<file path="config.mk">
export PLATFORM = sky130hd
export DESIGN_NAME = nmea_field_capture_flat
export DESIGN_NICKNAME = d
export VERILOG_FILES = /design/src/rtl/core/nfc_pkg.sv /design/src/rtl/core/nfc_in_if.sv /design/src/rtl/core/nfc_out_if.sv /design/src/rtl/core/nmea_field_capture.sv /design/src/rtl/core/nfc_front.sv /design/src/rtl/core/nfc_queue.sv /design/src/rtl/core/nfc_back.sv /design/src/flat_wrapper.sv
export SDC_FILE = /design/constraint.sdc
export NUM_CORES = 1
export LEC_CHECK = 0
export CAP_MARGIN = 20
export CORE_ASPECT_RATIO = 0.8
export CORE_MARGIN = 2
export CORE_UTILIZATION = 50
export DETAILED_ROUTE_END_ITERATION = 6
export DONT_BUFFER_PORTS = 1
export SLEW_MARGIN = 40
export SYNTH_ARGS = -nofsm -noshare
export SYNTH_HDL_FRONTEND = slang
export SYNTH_SLANG_ARGS = --single-unit
</file>
<file path="constraint.sdc">
create_clock -name clk -period 3.5 [get_ports clk]
set_clock_uncertainty 0.2 [all_clocks]
set_input_delay 0.875 -clock clk [delete_from_list [all_inputs] [get_ports clk]]
set_output_delay 0.875 -clock clk [all_outputs]
set_load 0.1 [all_outputs]
</file>
<file path="src/rtl/core/nfc_pkg.sv">
// Shared types and constants for the NMEA field capture block.
package nfc_pkg;

	localparam int CAPTURE_LEN_DEF = 16;
	localparam int SLOT_COUNT      = 2;
	localparam int QUEUE_DEPTH     = 4;
	localparam int PADDR_W         = 4;

	localparam logic [7:0] CH_G     = 8'h47;
	localparam logic [7:0] CH_A     = 8'h41;
	localparam logic [7:0] CH_R     = 8'h52;
	localparam logic [7:0] CH_M     = 8'h4D;
	localparam logic [7:0] CH_C     = 8'h43;
	localparam logic [7:0] CH_STAR  = 8'h2a;
	localparam logic [7:0] CH_COMMA = 8'h2c;

	localparam logic [1:0] KIND_GGA = 2'd1;
	localparam logic [1:0] KIND_RMC = 2'd2;
	localparam logic [4:0] FIELD_MAX = 5'd31;

	// register indexes
	localparam logic [1:0] REG_SLOT0_SENTENCE = 2'd0;
	localparam logic [1:0] REG_SLOT0_FIELD    = 2'd1;
	localparam logic [1:0] REG_SLOT1_SENTENCE = 2'd2;
	localparam logic [1:0] REG_SLOT1_FIELD    = 2'd3;

	// one accepted byte that hit at least one slot
	typedef struct packed {
		logic [7:0]                  ch;
		logic [SLOT_COUNT-1:0]       hit;
		logic [SLOT_COUNT-1:0][3:0]  pos;
	} nfc_entry_t;

	// queue status seen by producer and consumer
	typedef struct packed {
		logic full;
		logic empty;
	} nfc_qstat_t;

endpackage

</file>
<file path="src/rtl/core/nfc_in_if.sv">
// Input byte channel: received character with line error flag.
interface nfc_in_if;
	logic       valid;
	logic       ready;
	logic [7:0] rx_byte;
	logic       line_error;

	modport source (output valid, output rx_byte, output line_error, input ready);
	modport sink   (input valid, input rx_byte, input line_error, output ready);
endinterface

</file>
<file path="src/rtl/core/nfc_out_if.sv">
// Output channel: one character write event per request.
interface nfc_out_if;
	logic       valid;
	logic       ready;
	logic       slot_index;
	logic [3:0] char_position;
	logic [7:0] char_value;
	logic       last_event;

	modport source (output valid, output slot_index, output char_position,
		output char_value, output last_event, input ready);
	modport sink   (input valid, input slot_index, input char_position,
		input char_value, input last_event, output ready);
endinterface

</file>
<file path="src/rtl/core/nmea_field_capture.sv">
// Top level of the NMEA 0183 sentence field capture block.
//
// in_ch takes one received UART byte per request with its line error flag.
// The parser syncs on GGA or RMC followed by a comma and counts fields up
// to '*'. Each of the first CAPTURE_LEN-1 bytes of a field selected by a
// capture slot gives one write request on out_ch per matching slot (slot 0
// first), last_event marking the final request of that byte.
// Throughput: one input byte per cycle while the queue is not full; out_ch
// drains one request per cycle while ready is high, so a byte hitting both
// slots needs two output requests; events reach out_ch through the queue.
// A four-entry queue decouples the parser from the output side: when the
// receiver stalls, bytes are still taken until the queue fills, then in_ch
// ready drops. Bytes that hit no slot never occupy the queue.
// The APB port holds each slot's sentence kind and field number; writing a
// new selection rearms that slot, clears its fill and resyncs the parser.
// A line error disarms every slot and resyncs.
// Reset clears the parser, all selections, fills and armed flags and empties
// the queue; no clearing pass is needed.
module nmea_field_capture
	import nfc_pkg::*;
#(
	parameter int CAPTURE_LEN = CAPTURE_LEN_DEF
) (
	input  logic               clk,
	input  logic               arst_n,
	input  logic               psel,
	input  logic               penable,
	input  logic               pwrite,
	input  logic [PADDR_W-1:0] paddr,
	input  logic [31:0]        pwdata,
	output logic [31:0]        prdata,
	output logic               pready,
	nfc_in_if.sink             in_ch,
	nfc_out_if.source          out_ch
);

	nfc_entry_t push_entry;
	nfc_entry_t head;
	nfc_qstat_t qstat;
	logic       push;
	logic       pop;

	// zero wait state register port
	assign pready = 1'b1;

	nfc_front #(
		.CAPTURE_LEN(CAPTURE_LEN)
	) u_front (
		.clk       (clk),
		.arst_n    (arst_n),
		.psel      (psel),
		.penable   (penable),
		.pwrite    (pwrite),
		.paddr     (paddr),
		.pwdata    (pwdata),
		.prdata    (prdata),
		.in_ch     (in_ch),
		.qstat     (qstat),
		.push      (push),
		.push_entry(push_entry)
	);

	nfc_queue u_queue (
		.clk       (clk),
		.arst_n    (arst_n),
		.push      (push),
		.push_entry(push_entry),
		.pop       (pop),
		.head      (head),
		.qstat     (qstat)
	);

	nfc_back u_back (
		.clk    (clk),
		.arst_n (arst_n),
		.head   (head),
		.qstat  (qstat),
		.pop    (pop),
		.out_ch (out_ch)
	);

endmodule

</file>
<file path="src/rtl/core/nfc_front.sv">
// Front end: register port, sentence parser and slot match.
module nfc_front
	import nfc_pkg::*;
#(
	parameter int CAPTURE_LEN = CAPTURE_LEN_DEF
) (
	input  logic               clk,
	input  logic               arst_n,
	input  logic               psel,
	input  logic               penable,
	input  logic               pwrite,
	input  logic [PADDR_W-1:0] paddr,
	input  logic [31:0]        pwdata,
	output logic [31:0]        prdata,
	nfc_in_if.sink             in_ch,
	input  nfc_qstat_t         qstat,
	output logic               push,
	output nfc_entry_t         push_entry
);

	localparam int FW = $clog2(CAPTURE_LEN);

	localparam logic [2:0] PH_WAIT_TAG   = 3'd0;
	localparam logic [2:0] PH_GOT_G      = 3'd1;
	localparam logic [2:0] PH_GOT_GG     = 3'd2;
	localparam logic [2:0] PH_GOT_R      = 3'd3;
	localparam logic [2:0] PH_GOT_RM     = 3'd4;
	localparam logic [2:0] PH_WAIT_COMMA = 3'd5;
	localparam logic [2:0] PH_READ_FIELD = 3'd6;

	logic [2:0]    phase_q;
	logic [1:0]    kind_q;
	logic [4:0]    field_q;
	logic [FW-1:0] fill_q   [SLOT_COUNT];
	logic          armed_q  [SLOT_COUNT];
	logic [1:0]    sel_sent_q  [SLOT_COUNT];
	logic [4:0]    sel_field_q [SLOT_COUNT];

	logic          accept;
	logic          wr;
	logic [1:0]    widx;
	logic          wslot;
	logic          wchanged;
	logic          is_data;
	logic [SLOT_COUNT-1:0] hit;

	assign in_ch.ready = !qstat.full;
	assign accept      = in_ch.valid && in_ch.ready;

	assign wr    = psel && penable && pwrite;
	assign widx  = paddr[3:2];
	assign wslot = widx[1];

	always_comb begin
		case (widx)
			REG_SLOT0_SENTENCE: prdata = {30'd0, sel_sent_q[0]};
			REG_SLOT0_FIELD:    prdata = {27'd0, sel_field_q[0]};
			REG_SLOT1_SENTENCE: prdata = {30'd0, sel_sent_q[1]};
			REG_SLOT1_FIELD:    prdata = {27'd0, sel_field_q[1]};
			default:            prdata = 32'd0;
		endcase
	end

	always_comb begin
		if (widx[0]) begin
			wchanged = !armed_q[wslot] || (sel_field_q[wslot] != pwdata[4:0]);
		end else begin
			wchanged = !armed_q[wslot] || (sel_sent_q[wslot] != pwdata[1:0]);
		end
	end

	// character byte inside a field
	assign is_data = (phase_q == PH_READ_FIELD) && !in_ch.line_error &&
		(in_ch.rx_byte != CH_STAR) && (in_ch.rx_byte != CH_COMMA);

	always_comb begin
		logic [FW+3:0] ext;
		push_entry.ch = in_ch.rx_byte;
		for (int s = 0; s < SLOT_COUNT; s++) begin
			ext = {4'd0, fill_q[s]};
			hit[s] = armed_q[s] && (sel_sent_q[s] == kind_q) &&
				(sel_field_q[s] == field_q) && (fill_q[s] < FW'(CAPTURE_LEN - 1));
			push_entry.hit[s] = hit[s];
			push_entry.pos[s] = ext[3:0];
		end
	end

	assign push = accept && is_data && (|hit);

	always_ff @(posedge clk or negedge arst_n) begin
		if (!arst_n) begin
			phase_q <= PH_WAIT_TAG;
			kind_q  <= 2'd0;
			field_q <= 5'd0;
			for (int s = 0; s < SLOT_COUNT; s++) begin
				fill_q[s]      <= '0;
				armed_q[s]     <= 1'b0;
				sel_sent_q[s]  <= 2'd0;
				sel_field_q[s] <= 5'd0;
			end
		end else begin
			if (accept) begin
				if (in_ch.line_error) begin
					phase_q <= PH_WAIT_TAG;
					for (int s = 0; s < SLOT_COUNT; s++) begin
						armed_q[s] <= 1'b0;
					end
				end else begin
					case (phase_q)
						PH_GOT_G: begin
							phase_q <= (in_ch.rx_byte == CH_G) ? PH_GOT_GG : PH_WAIT_TAG;
						end
						PH_GOT_R: begin
							phase_q <= (in_ch.rx_byte == CH_M) ? PH_GOT_RM : PH_WAIT_TAG;
						end
						PH_GOT_GG, PH_GOT_RM: begin
							if ((phase_q == PH_GOT_GG && in_ch.rx_byte == CH_A) ||
								(phase_q == PH_GOT_RM && in_ch.rx_byte == CH_C)) begin
								phase_q <= PH_WAIT_COMMA;
								kind_q  <= (phase_q == PH_GOT_GG) ? KIND_GGA : KIND_RMC;
								field_q <= 5'd1;
								for (int s = 0; s < SLOT_COUNT; s++) begin
									fill_q[s] <= '0;
								end
							end else begin
								phase_q <= PH_WAIT_TAG;
							end
						end
						PH_WAIT_COMMA: begin
							if (in_ch.rx_byte == CH_COMMA) begin
								phase_q <= PH_READ_FIELD;
								field_q <= 5'd1;
								for (int s = 0; s < SLOT_COUNT; s++) begin
									fill_q[s] <= '0;
								end
							end else begin
								phase_q <= PH_WAIT_TAG;
							end
						end
						PH_READ_FIELD: begin
							if (in_ch.rx_byte == CH_STAR) begin
								phase_q <= PH_WAIT_TAG;
							end else if (in_ch.rx_byte == CH_COMMA) begin
								if (field_q < FIELD_MAX) begin
									field_q <= field_q + 5'd1;
								end
							end else begin
								for (int s = 0; s < SLOT_COUNT; s++) begin
									if (hit[s]) begin
										fill_q[s] <= fill_q[s] + FW'(1);
									end
								end
							end
						end
						default: begin
							if (in_ch.rx_byte == CH_G) begin
								phase_q <= PH_GOT_G;
							end else if (in_ch.rx_byte == CH_R) begin
								phase_q <= PH_GOT_R;
							end else begin
								phase_q <= PH_WAIT_TAG;
							end
						end
					endcase
				end
			end
			// selection write: rearm, clear and resync
			if (wr && wchanged) begin
				if (widx[0]) begin
					sel_field_q[wslot] <= pwdata[4:0];
				end else begin
					sel_sent_q[wslot] <= pwdata[1:0];
				end
				armed_q[wslot] <= 1'b1;
				fill_q[wslot]  <= '0;
				phase_q        <= PH_WAIT_TAG;
			end
		end
	end

endmodule

</file>
<file path="src/rtl/core/nfc_queue.sv">
// Short FIFO of hit entries between parser and event serializer.
module nfc_queue
	import nfc_pkg::*;
(
	input  logic       clk,
	input  logic       arst_n,
	input  logic       push,
	input  nfc_entry_t push_entry,
	input  logic       pop,
	output nfc_entry_t head,
	output nfc_qstat_t qstat
);

	localparam int PW = $clog2(QUEUE_DEPTH);

	nfc_entry_t  mem_q [QUEUE_DEPTH];
	logic [PW-1:0] wptr_q;
	logic [PW-1:0] rptr_q;
	logic [PW:0]   count_q;

	assign qstat.full  = (count_q == (PW+1)'(QUEUE_DEPTH));
	assign qstat.empty = (count_q == '0);
	assign head        = mem_q[rptr_q];

	always_ff @(posedge clk) begin
		if (push) begin
			mem_q[wptr_q] <= push_entry;
		end
	end

	always_ff @(posedge clk or negedge arst_n) begin
		if (!arst_n) begin
			wptr_q  <= '0;
			rptr_q  <= '0;
			count_q <= '0;
		end else begin
			if (push) begin
				wptr_q <= wptr_q + PW'(1);
			end
			if (pop) begin
				rptr_q <= rptr_q + PW'(1);
			end
			case ({push, pop})
				2'b10:   count_q <= count_q + (PW+1)'(1);
				2'b01:   count_q <= count_q - (PW+1)'(1);
				default: count_q <= count_q;
			endcase
		end
	end

endmodule

</file>
<file path="src/rtl/core/nfc_back.sv">
// Back end: splits each queued entry into per-slot write events.
module nfc_back
	import nfc_pkg::*;
(
	input  logic       clk,
	input  logic       arst_n,
	input  nfc_entry_t head,
	input  nfc_qstat_t qstat,
	output logic       pop,
	nfc_out_if.source  out_ch
);

	logic [SLOT_COUNT-1:0] sent_q;
	logic [SLOT_COUNT-1:0] pending;
	logic                  take;

	assign pending = head.hit & ~sent_q;

	assign out_ch.valid         = !qstat.empty;
	assign out_ch.slot_index    = !pending[0];
	assign out_ch.char_position = pending[0] ? head.pos[0] : head.pos[1];
	assign out_ch.char_value    = head.ch;
	assign out_ch.last_event    = !(pending[0] && pending[1]);

	assign take = out_ch.valid && out_ch.ready;
	assign pop  = take && out_ch.last_event;

	always_ff @(posedge clk or negedge arst_n) begin
		if (!arst_n) begin
			sent_q <= '0;
		end else if (take) begin
			if (out_ch.last_event) begin
				sent_q <= '0;
			end else begin
				sent_q[0] <= 1'b1;
			end
		end
	end

endmodule
</file>
<file path="src/flat_wrapper.sv">
// flat-port wrapper written by rule: the top's interface ports become plain ports
module nmea_field_capture_flat import nfc_pkg::*;
#(
	parameter int CAPTURE_LEN = CAPTURE_LEN_DEF
)
  (clk, arst_n, psel, penable, pwrite, paddr, pwdata, prdata, pready, in_ch_valid, in_ch_rx_byte, in_ch_line_error, in_ch_ready, out_ch_valid, out_ch_slot_index, out_ch_char_position, out_ch_char_value, out_ch_last_event, out_ch_ready);
  nfc_in_if in_ch_i ();
  nfc_out_if out_ch_i ();
  input  logic clk;
  input  logic arst_n;
  input  logic psel;
  input  logic penable;
  input  logic pwrite;
  input  logic [PADDR_W-1:0] paddr;
  input  logic [31:0] pwdata;
  output logic [31:0] prdata;
  output logic pready;
  input wire logic [$bits(in_ch_i.valid)-1:0] in_ch_valid;
  input wire logic [$bits(in_ch_i.rx_byte)-1:0] in_ch_rx_byte;
  input wire logic [$bits(in_ch_i.line_error)-1:0] in_ch_line_error;
  output wire logic [$bits(in_ch_i.ready)-1:0] in_ch_ready;
  output wire logic [$bits(out_ch_i.valid)-1:0] out_ch_valid;
  output wire logic [$bits(out_ch_i.slot_index)-1:0] out_ch_slot_index;
  output wire logic [$bits(out_ch_i.char_position)-1:0] out_ch_char_position;
  output wire logic [$bits(out_ch_i.char_value)-1:0] out_ch_char_value;
  output wire logic [$bits(out_ch_i.last_event)-1:0] out_ch_last_event;
  input wire logic [$bits(out_ch_i.ready)-1:0] out_ch_ready;
  assign in_ch_i.valid = in_ch_valid;
  assign in_ch_i.rx_byte = in_ch_rx_byte;
  assign in_ch_i.line_error = in_ch_line_error;
  assign in_ch_ready = in_ch_i.ready;
  assign out_ch_valid = out_ch_i.valid;
  assign out_ch_slot_index = out_ch_i.slot_index;
  assign out_ch_char_position = out_ch_i.char_position;
  assign out_ch_char_value = out_ch_i.char_value;
  assign out_ch_last_event = out_ch_i.last_event;
  assign out_ch_i.ready = out_ch_ready;
  nmea_field_capture #(.CAPTURE_LEN(CAPTURE_LEN)) u_core (.clk(clk), .arst_n(arst_n), .psel(psel), .penable(penable), .pwrite(pwrite), .paddr(paddr), .pwdata(pwdata), .prdata(prdata), .pready(pready), .in_ch(in_ch_i), .out_ch(out_ch_i));
endmodule
</file>
==> results.yml, run 1 <==
status:
  status: "complete, but fails checks"
  violations: "negative setup slack"
critical_path:
  end_kind: "primary output"
  r2r_cells: 10
  timing.rr.end: "u_core.u_queue.count_q[2]"
  critPathLaunchType: "flop"
  path_class: "flop to primary output"
  required_ns: 2.42
  crit_end: "out_ch_char_position[2]"
  timing.rr.start: "u_core.u_queue.rptr_q[0]"
  crit_arrival_ns: 2.54
  r2r_slack_ns: 0.45
  startpoint: "u_core.u_queue.rptr_q[0]"
  crit_fanout: 5
yosys:
  async_reset_ff_share_pct: 36.8
  ys_warn_count: 0
  synth_xor_area_share_pct: 4.20
  synth-simple-area-share_pct: 12.0
  synthMuxAreaShare_pct: 13.8
  synth_area_sq_um: 5840
  synthDominantCellAreaShare_pct: 37.0
  synth_top_area_cell: "edfxtp_1"
  synth_area_per_cell_sq_um: 13.3
  synth_compound_area_share_pct: 6.60
  synth_edf_count: 72
  synth.distinct_cells: 62
  seq_area_frac_synth_pct: 55.1
  syn_inst: 439
  ys_seq_elements: 114
  ys_top_cells_by_area: "edfxtp_1 37%, dfrtp_1 18%, mux4_2 7.7%, buf_4 4.0%, mux2_2 3.9%"
  ys.flop_type: "edfxtp_1"
  synth_top_family_by_area: "multiplexers"
  synth_fa_ha_area_share_pct: 2.06
power:
  p_leak_nw: 2.59
  peakVddDrop_mv: 0.478
  p_total_mw: 5.15
  power_density_nw_per_um2: 765
routing:
  vias_per_cell: 5.64
  ant_nets: 0
  drt_wl_total_um: 11400
  vias: 3534
  drt_pass1_iterations: 6
  wl_per_cell_um: 18.1
  dr.first_iter.drc_count: 284
  drc_errors: 0
timing:
  tightest_slew_ns: 0.767
  rsz0062_at_grt: "true"
  fin_crit_ns: 3.61
  fmax_ghz: 0.277
  worst_slack_ns: -0.114
  hold_violations: 0
  setup_viol: 4
  drv_slew: 0
  max-slew-margin-rel_pct: 48.3
  fin_crit_sh_pct: 103
global_routing:
  grt_pass1_vias: 3503
  antenna_found_initial: 0
  grt_max_degree: 43
  grt_usage_pct: 19.4
  grt_overflow_total: 0
  grt_pass1_wl_um: 18600
die:
  die_w_um: 125
  start_util_pct: 51.1
  num_rows: 35
  coreArea_sq_um: 11400
  io_pins: 101
  dieArea_sq_um: 12600
  die_y_um: 101
finish:
  layout_common_cells: "72 x edfxtp_1, 42 x dfrtp_1, 30 x nand2_1"
  antenna_cells: 0
  drive_gt1_share_pct: 24.8
  fin_nets: 527
  final_common_cell: "edfxtp_1"
  final_util_pct: 58.9
  multi_input_area_sq_um: 2410
  area_growth_pct: 15.3
  n_fill_cell: 889
  instances_no_fill: 627
  seqCellArea_sq_um: 3210
cts:
  numCtsBuffers: 17
  cts_tree: "built"
  cts_sinks: 114
  clkTransAtPathRegs_ns: 0.06
  cts_max_level: 4
  cts_root_buf: "clkbuf_16"
  cts_buffer_depth: 2
  clk_latency_ns: 0.41
placement:
  place.gp.congestion: 0.823
  dpl.hpwl_um: 7900
  place_inst: 591
  port_buffers: 0
  pre_cts_ws_ns: 0.248
run:
  cap_violations: 0
hold_path:
  hold_class: "input port to async pin"
metal layers:
metal	vias up	global-route usage, %	part of all wire [%]	wire length (um)
met1	1766	26.0	47	5290
li1	1666	-	-	-
met2	86	31.2	47	5310
met3	16	4.94	5.0	572
met4	0	6.83	1.6	181
met5	-	0	0	0
how the worst min path moves through the flow:
stage	startpoint	end	depth (start not counted)
5_1_grt	arst_n	u_core.u_front.phase_q[0]	1
4_1_cts	arst_n	u_core.u_front.phase_q[0]	1
3_5_place_dp	u_core.u_queue.count_q[2]	u_core.u_queue.count_q[2]	1
2_1_floorplan	u_core.u_queue.count_q[2]	u_core.u_queue.count_q[2]	1
6_report	arst_n	u_core.u_front.phase_q[0]	1
3_3_place_gp	u_core.u_queue.count_q[2]	u_core.u_queue.count_q[2]	1
state kept, by name, indices dropped and copies added (netlist names):
register,cells
u_core.u_back.sent_q,1
u_core.u_front.push_entry,8
u_core.u_front.phase_q,3
u_core.u_front.armed_q,2
u_core.u_queue.rptr_q,2
u_core.u_front.sel_field_q,10
u_core.u_queue.wptr_q,2
u_core.u_front.sel_sent_q,4
u_core.u_front.kind_q,2
u_core.u_queue.mem_q,72
u_core.u_front.field_q,5
u_core.u_queue.count_q,3
worst max-delay path, stage by stage (launching register included):
cell and delay (ns):
dfrtp_1 0.38, mux4_2 0.63, nand2_8 0.14, mux4_2 0.50, mux2_4 0.31, buf_12 0.17
final cells by class:
type                       count  share of cell area (%)
clock buffer                  17                    6.32
clock inverter                15                    2.57
inverter                      15                   0.837
multi-input combinational    291                    35.8
sequential                   114                    47.8
tap                          148                    2.75
timing repair buffer          27                    3.94
kinds of logic (layout without fill, tap and decap cells):
family	Yosys count	in the layout
muxes	53	53
buffers and inverters	61	74
other	2	28
AOI/OAI and AO/OA	53	53
xor gates and xnor gates	28	28
adders and majority gates	9	9
and+or+nand+nor	119	120
DFF	114	114
per-stage QoR:
| stage | setup TNS [ns] | hold WS, ns | instance area [sq um] |
|---|---|---|---|
| final | -0.411 | 0.107 | 6730 |
| after CTS | -0.545 | 0.110 | 6720 |
| after floorplan | 0 | 0.246 | 5950 |
| after global routing | -0.693 | 0.115 | 6730 |
| after detailed placement | 0 | 0.269 | 6060 |
| after global placement | 0 | 0.265 | 6060 |
where the power goes:
part	internal (mW)	total (mW)	switching [mW]
clock network	1.07	1.72	0.653
logic	0.534	1.83	1.30
registers	1.51	1.60	0.0865
total	3.11	5.15	2.04
synthesized netlist by cell type, types with 4 or more instances:
cell	number
a21oi_1	10
nand2_1	30
nand3b_1	5
inv_1	15
edfxtp_1	72
xnor2_1	24
nand3_1	15
mux2_2	20
dfrtp_1	42
mux2i_1	13
a21o_1	7
nor2b_1	4
clkbuf_1	12
and3_1	7
nand4_1	7
ha_1	8
xor2_1	4
buf_4	31
mux4_2	20
a31oi_1	12
nor3_1	5
nor2_1	8
and2_1	7
nand2b_1	4
a211oi_1	4
repair_timing:
action	in CTS	in global routing
buffers inserted	1	1
setup endpoints to repair	4	4
gates resized for setup	5	0
endpoints found under the hold margin	42	0
pin swaps	2	1
gates cloned	1	0
hold buffers	1	0
Power figures use the tool's default switching activity.
==> run 2, diff against run 1 <==
GPL_ROUTABILITY_DRIVEN = 0   (was unset)
clock period = 4 ns   (was 3.5 ns; I/O delays follow)
==> results.yml, run 2 (same netlist as run 1, synthesis figures left out) <==
timing:
  worst_slack_ns: 0.183
  rsz0062_at_grt: "false"
  setup_viol: 0
  fmax_ghz: 0.262
  tightest_slew_ns: 0.786
  hold_violations: 0
  fin_crit_ns: 3.82
  drv_slew: 0
  max-slew-margin-rel_pct: 46.2
  fin_crit_sh_pct: 95.4
  tns_ns: 0
global_routing:
  grt_overflow_total: 0
  grt_usage_pct: 19.6
  grt_pass1_vias: 3459
  antenna_found_initial: 0
  grt_pass1_wl_um: 18500
  grt_max_degree: 43
routing:
  drt_pass1_iterations: 4
  vias: 3486
  wl_per_cell_um: 18.7
  vias_per_cell: 5.66
  ant_nets: 0
  dr.first_iter.drc_count: 259
  drc_errors: 0
  drt_wl_total_um: 11500
finish:
  antenna_cells: 0
  final_common_cell: "edfxtp_1"
  largest_reg_flops: 72
  regMostFlops: "u_core.u_queue.mem_q"
  area_growth_pct: 12.5
  final_util_pct: 57.4
  fin_nets: 516
  layout_common_cells: "72 x edfxtp_1, 42 x dfrtp_1, 30 x nand2_1"
  drive_gt1_share_pct: 22.9
  n_fill_cell: 935
placement:
  pre_cts_ws_ns: 0.571
  dpl.hpwl_um: 7910
  port_buffers: 0
cts:
  cts_setup_buffers: 0
  numCtsBuffers: 17
  cts_buffer_depth: 2
  cts_root_buf: "clkbuf_16"
  clk_latency_ns: 0.41
  cts_sinks: 114
  cts_tree: "built"
  clkTransAtPathRegs_ns: 0.06
  ctsResizeCount: 0
  cts_max_level: 4
  cts_hold_buf: 0
critical_path:
  max_stage_delay_ns: 0.55
  r2r_slack_ns: 0.67
  timing.rr.end: "u_core.u_queue.mem_q[1][7]"
  crit_buf_inv: 1
  cp_cell_sequence: "mux4_2, nand2_2, mux4_2, mux2_2, buf_12"
  slowest_stage: "mux4_2"
  path_delay_family: "multiplexers"
  crit_top_cell: "mux4_2"
  required_ns: 2.80
  critPathLaunchType: "flop"
  crit_fanout: 9
  r2r_cells: 7
  path_class: "flop to primary output"
  crit_arrival_ns: 2.62
  timing.rr.start: "u_core.u_front.push_entry[0]"
  end_kind: "primary output"
die:
  die_w_um: 125
  num_rows: 35
  start_util_pct: 51.1
  die_y_um: 101
  coreArea_sq_um: 11400
  dieArea_sq_um: 12600
  io_pins: 101
power:
  peakVddDrop_mv: 0.315
  p_total_mw: 4.33
  power_density_nw_per_um2: 660
  p_leak_nw: 2.49
run:
  cap_violations: 0
status:
  status: "finished, final reports clean"
hold_path:
  hold_class: "input port to async pin"
## run 2: cell types whose count changed in the layout (fill, tap and decap cells not counted), sizes merged
cell | before | now
clkinvlp | 2 | 3
clkinv | 5 | 4
nand2 | 32 | 31
inv | 21 | 23
buf | 27 | 17
bufinv | 2 | 0
## run 2: power by group
| group | switching, mW | internal (mW) | leakage [nW] |
|---|---|---|---|
| logic | 1.10 | 0.435 | 1.01 |
| registers | 0.0742 | 1.32 | 1.22 |
| clock network | 0.590 | 0.807 | 0.263 |
## run 2: worst max-delay path by stage
stage                                        start                         to  slack [ns]  depth (start not counted)
after global routing      u_core.u_queue.rptr_q[0]    out_ch_char_position[1]        0.07                          5
after floorplan                           paddr[3]                  prdata[4]        0.16                          3
after global placement            in_ch_rx_byte[4]  u_core.u_queue.count_q[2]        0.57                         11
final                     u_core.u_queue.rptr_q[0]    out_ch_char_position[2]        0.18                          5
after detailed placement          in_ch_rx_byte[4]  u_core.u_queue.count_q[2]        0.57                         11
after CTS                 u_core.u_queue.rptr_q[0]    out_ch_char_position[3]        0.15                          5
## run 2: final cells by class
cell class	instances	area (sq um)	share of cell area, %
flip-flops and latches	114	3210	49.0
clock buffers	17	425	6.48
inverters	15	56.3	0.858
repair buffers	17	178	2.71
clock inverters	15	124	1.89
well taps	148	185	2.82
multi-input cells	290	2380	36.3
## run 2: layer usage
| metal | vias up | share of wire [%] | global-route usage [%] |
|---|---|---|---|
| li1 | 1643 | - | - |
| met1 | 1754 | 45 | 25.0 |
| met2 | 77 | 49 | 32.5 |
| met3 | 12 | 4.6 | 5.25 |
| met4 | 0 | 1.2 | 7.69 |
| met5 | - | 0 | 0 |
## run 2: through the flow
stage	cells	hold WS, ns	area, sq um
floorplan	465	0.246	5940
global placement	584	0.272	6000
detailed placement	584	0.268	6000
CTS	616	0.0639	6550
global route	616	0.0594	6560
finish	616	0.0768	6560
==> run 3, diff against run 2 <==
SYNTH_HIERARCHICAL = 1   (was unset)
==> results.yml, run 3 <==
cts:
  cts_sinks: 114
  cts_buffer_depth: 2
  clkTransAtPathRegs_ns: 0.06
  clk_latency_ns: 0.41
  cts_setup_buffers: 0
  cts_tree: "built"
  cts_hold_buf: 0
  cts_root_buf: "clkbuf_16"
  ctsResizeCount: 0
  cts_max_level: 4
  numCtsBuffers: 17
power:
  power_frac_comb_pct: 33.4
  p_clk_share_pct: 33.6
  peakVddDrop_mv: 0.353
  p_int_mw: 2.60
  power_frac_seq_pct: 33.1
  power_density_nw_per_um2: 656
  p_leak_nw: 2.56
  p_sw_mw: 1.70
  switching_share_pct: 39.6
yosys:
  ys_seq_elements: 114
  synth_area_per_cell_sq_um: 13.1
  synth.distinct_cells: 64
  synth_area_sq_um: 5970
  yosys-top-cells-count: "72 x edfxtp_1, 46 x buf_4, 42 x dfrtp_1"
  ys.flop_type: "edfxtp_1"
  ys_top_cells_by_area: "edfxtp_1 36%, dfrtp_1 18%, mux4_2 7.5%, buf_4 5.8%, mux2_2 3.0%"
  async_reset_ff_share_pct: 36.8
  synth_edf_count: 72
  syn_inst: 454
  synthDominantCellAreaShare_pct: 36.2
  ys_warn_count: 6
  synth_top_area_cell: "edfxtp_1"
  seq_area_frac_synth_pct: 53.8
  synth.most_common_cell: "edfxtp_1"
routing:
  drt_pass1_iterations: 4
  ant_nets: 0
  vias_per_cell: 5.75
  vias: 3561
  wl_per_cell_um: 19.4
  dr.first_iter.drc_count: 294
  drt_wl_total_um: 12000
  drc_errors: 0
global_routing:
  antenna_found_initial: 0
  grt_pass1_vias: 3494
  grt_overflow_total: 0
  grt_usage_pct: 20.1
  grt_max_degree: 43
  grt_pass1_wl_um: 19300
timing:
  max-slew-margin-rel_pct: 42.8
  fin_crit_ns: 3.48
  tightest_slew_ns: 0.854
  drv_slew: 0
  setup_viol: 0
  rsz0062_at_grt: "false"
  hold_violations: 0
  holdWs_ns: 0.0831
  tns_ns: 0
  fin_crit_sh_pct: 87.0
  fmax_ghz: 0.287
critical_path:
  crit_fanout: 6
  critPathLaunchType: "flop"
  r2r_slack_ns: 0.60
  slowest_stage: "mux4_2"
  cp_cell_sequence: "mux4_2, nor2b_4, inv_2, mux2_4"
  timing.rr.end: "u_core/u_queue/mem_q[3][2]"
  crit_arrival_ns: 2.28
  max_stage_delay_ns: 0.59
  startpoint: "u_core/u_queue/rptr_q[0]"
  timing.rr.start: "u_core/u_front/push_entry[4]"
  r2r_cells: 8
  path_class: "flop to primary output"
  end_kind: "primary output"
  required_ns: 2.80
  crit_end: "out_ch_char_position[2]"
finish:
  layout_common_cells: "72 x edfxtp_1, 42 x dfrtp_1, 28 x conb_1"
  antenna_cells: 0
  n_fill_cell: 950
  multi_input_area_sq_um: 2390
  area_growth_pct: 9.83
  final_common_cell: "edfxtp_1"
  seqCellArea_sq_um: 3210
  largest_reg_flops: 72
  regMostFlops: "u_core/u_queue/mem_q"
  fin_nets: 519
  drive_gt1_share_pct: 21.2
placement:
  dpl.hpwl_um: 8510
  port_buffers: 0
die:
  start_util_pct: 51.6
  die_w_um: 126
  dieArea_sq_um: 12800
  coreArea_sq_um: 11600
  die_y_um: 102
  num_rows: 35
  io_pins: 101
status:
  status: "finished, final reports clean"
run:
  cap_violations: 0
hold_path:
  hold_class: "input port to async pin"
-- run 3: critical path: cells and delay by family (launching register included) --
kind	cells	cell delay [ns]
buffers and inverters	1	0.14
AND/OR/NAND/NOR	1	0.16
flip-flops	1	0.52
multiplexers	2	1.05
-- run 3: power groups by stage --
stage	clock network (mW)	registers, mW	logic, mW
after floorplan	0	1.40	1.40
after global placement	0	1.44	1.43
after detailed placement	0	1.44	1.44
after CTS	1.47	1.42	1.45
after global routing	1.52	1.44	1.50
final	1.44	1.42	1.44
-- run 3: cell type report --
type | count | share of cell area [%]
clock buffers | 18 | 6.55
well taps | 148 | 2.82
clock inverters | 14 | 2.16
flip-flops and latches | 114 | 49.0
repair buffers | 19 | 2.18
inverters | 14 | 0.802
multi-input cells | 292 | 36.5
-- run 3: metal layers --
| metal | GRT usage [%] | vias up | routed length, um | share of wire, % |
|---|---|---|---|---|
| met5 | 0 | - | 0 | 0 |
| met4 | 7.10 | 0 | 63 | 0.53 |
| met3 | 5.55 | 6 | 672 | 5.6 |
| met2 | 28.9 | 103 | 5350 | 45 |
| met1 | 29.4 | 1792 | 5890 | 49 |
| li1 | - | 1660 | - | - |
-- run 3: worst min path at each step --
stage	start	end	depth (start not counted)
5_1_grt	arst_n	u_core/u_front/push_entry[5]	0
3_5_place_dp	u_core/u_queue/count_q[0]	u_core/u_queue/count_q[0]	1
6_report	arst_n	u_core/u_front/push_entry[5]	0
2_1_floorplan	u_core/u_queue/count_q[2]	u_core/u_queue/count_q[2]	1
3_3_place_gp	u_core/u_queue/count_q[2]	u_core/u_queue/count_q[2]	1
4_1_cts	arst_n	u_core/u_front/sel_sent_q[1]	0
-- run 3: cells by family after synthesis --
| group | Yosys count | synth area share, % |
|---|---|---|
| flip-flops | 114 | 53.8 |
| AND/OR/NAND/NOR | 107 | 10.6 |
| buffers and inverters | 74 | 7.86 |
| AO/OA/AOI/OAI | 69 | 8.03 |
| multiplexers | 49 | 13.1 |
| XOR/XNOR | 30 | 4.40 |
| adder cells (fa/ha/maj) | 9 | 2.01 |
| other | 2 | 0.126 |
-- run 3: stage by stage --
step                      cell area (sq um)  instances  utilization [%]  setup WS, ns  power (mW)
after floorplan                        6070        480                -        0.0786        2.80
after global routing                   6560        619             56.7         0.427        4.45
after CTS                              6560        619             56.7         0.498        4.34
final                                  6560        619             56.7         0.520        4.30
after global placement                 5980        587             51.8         0.362        2.87
after detailed placement               5980        587             51.8         0.398        2.89
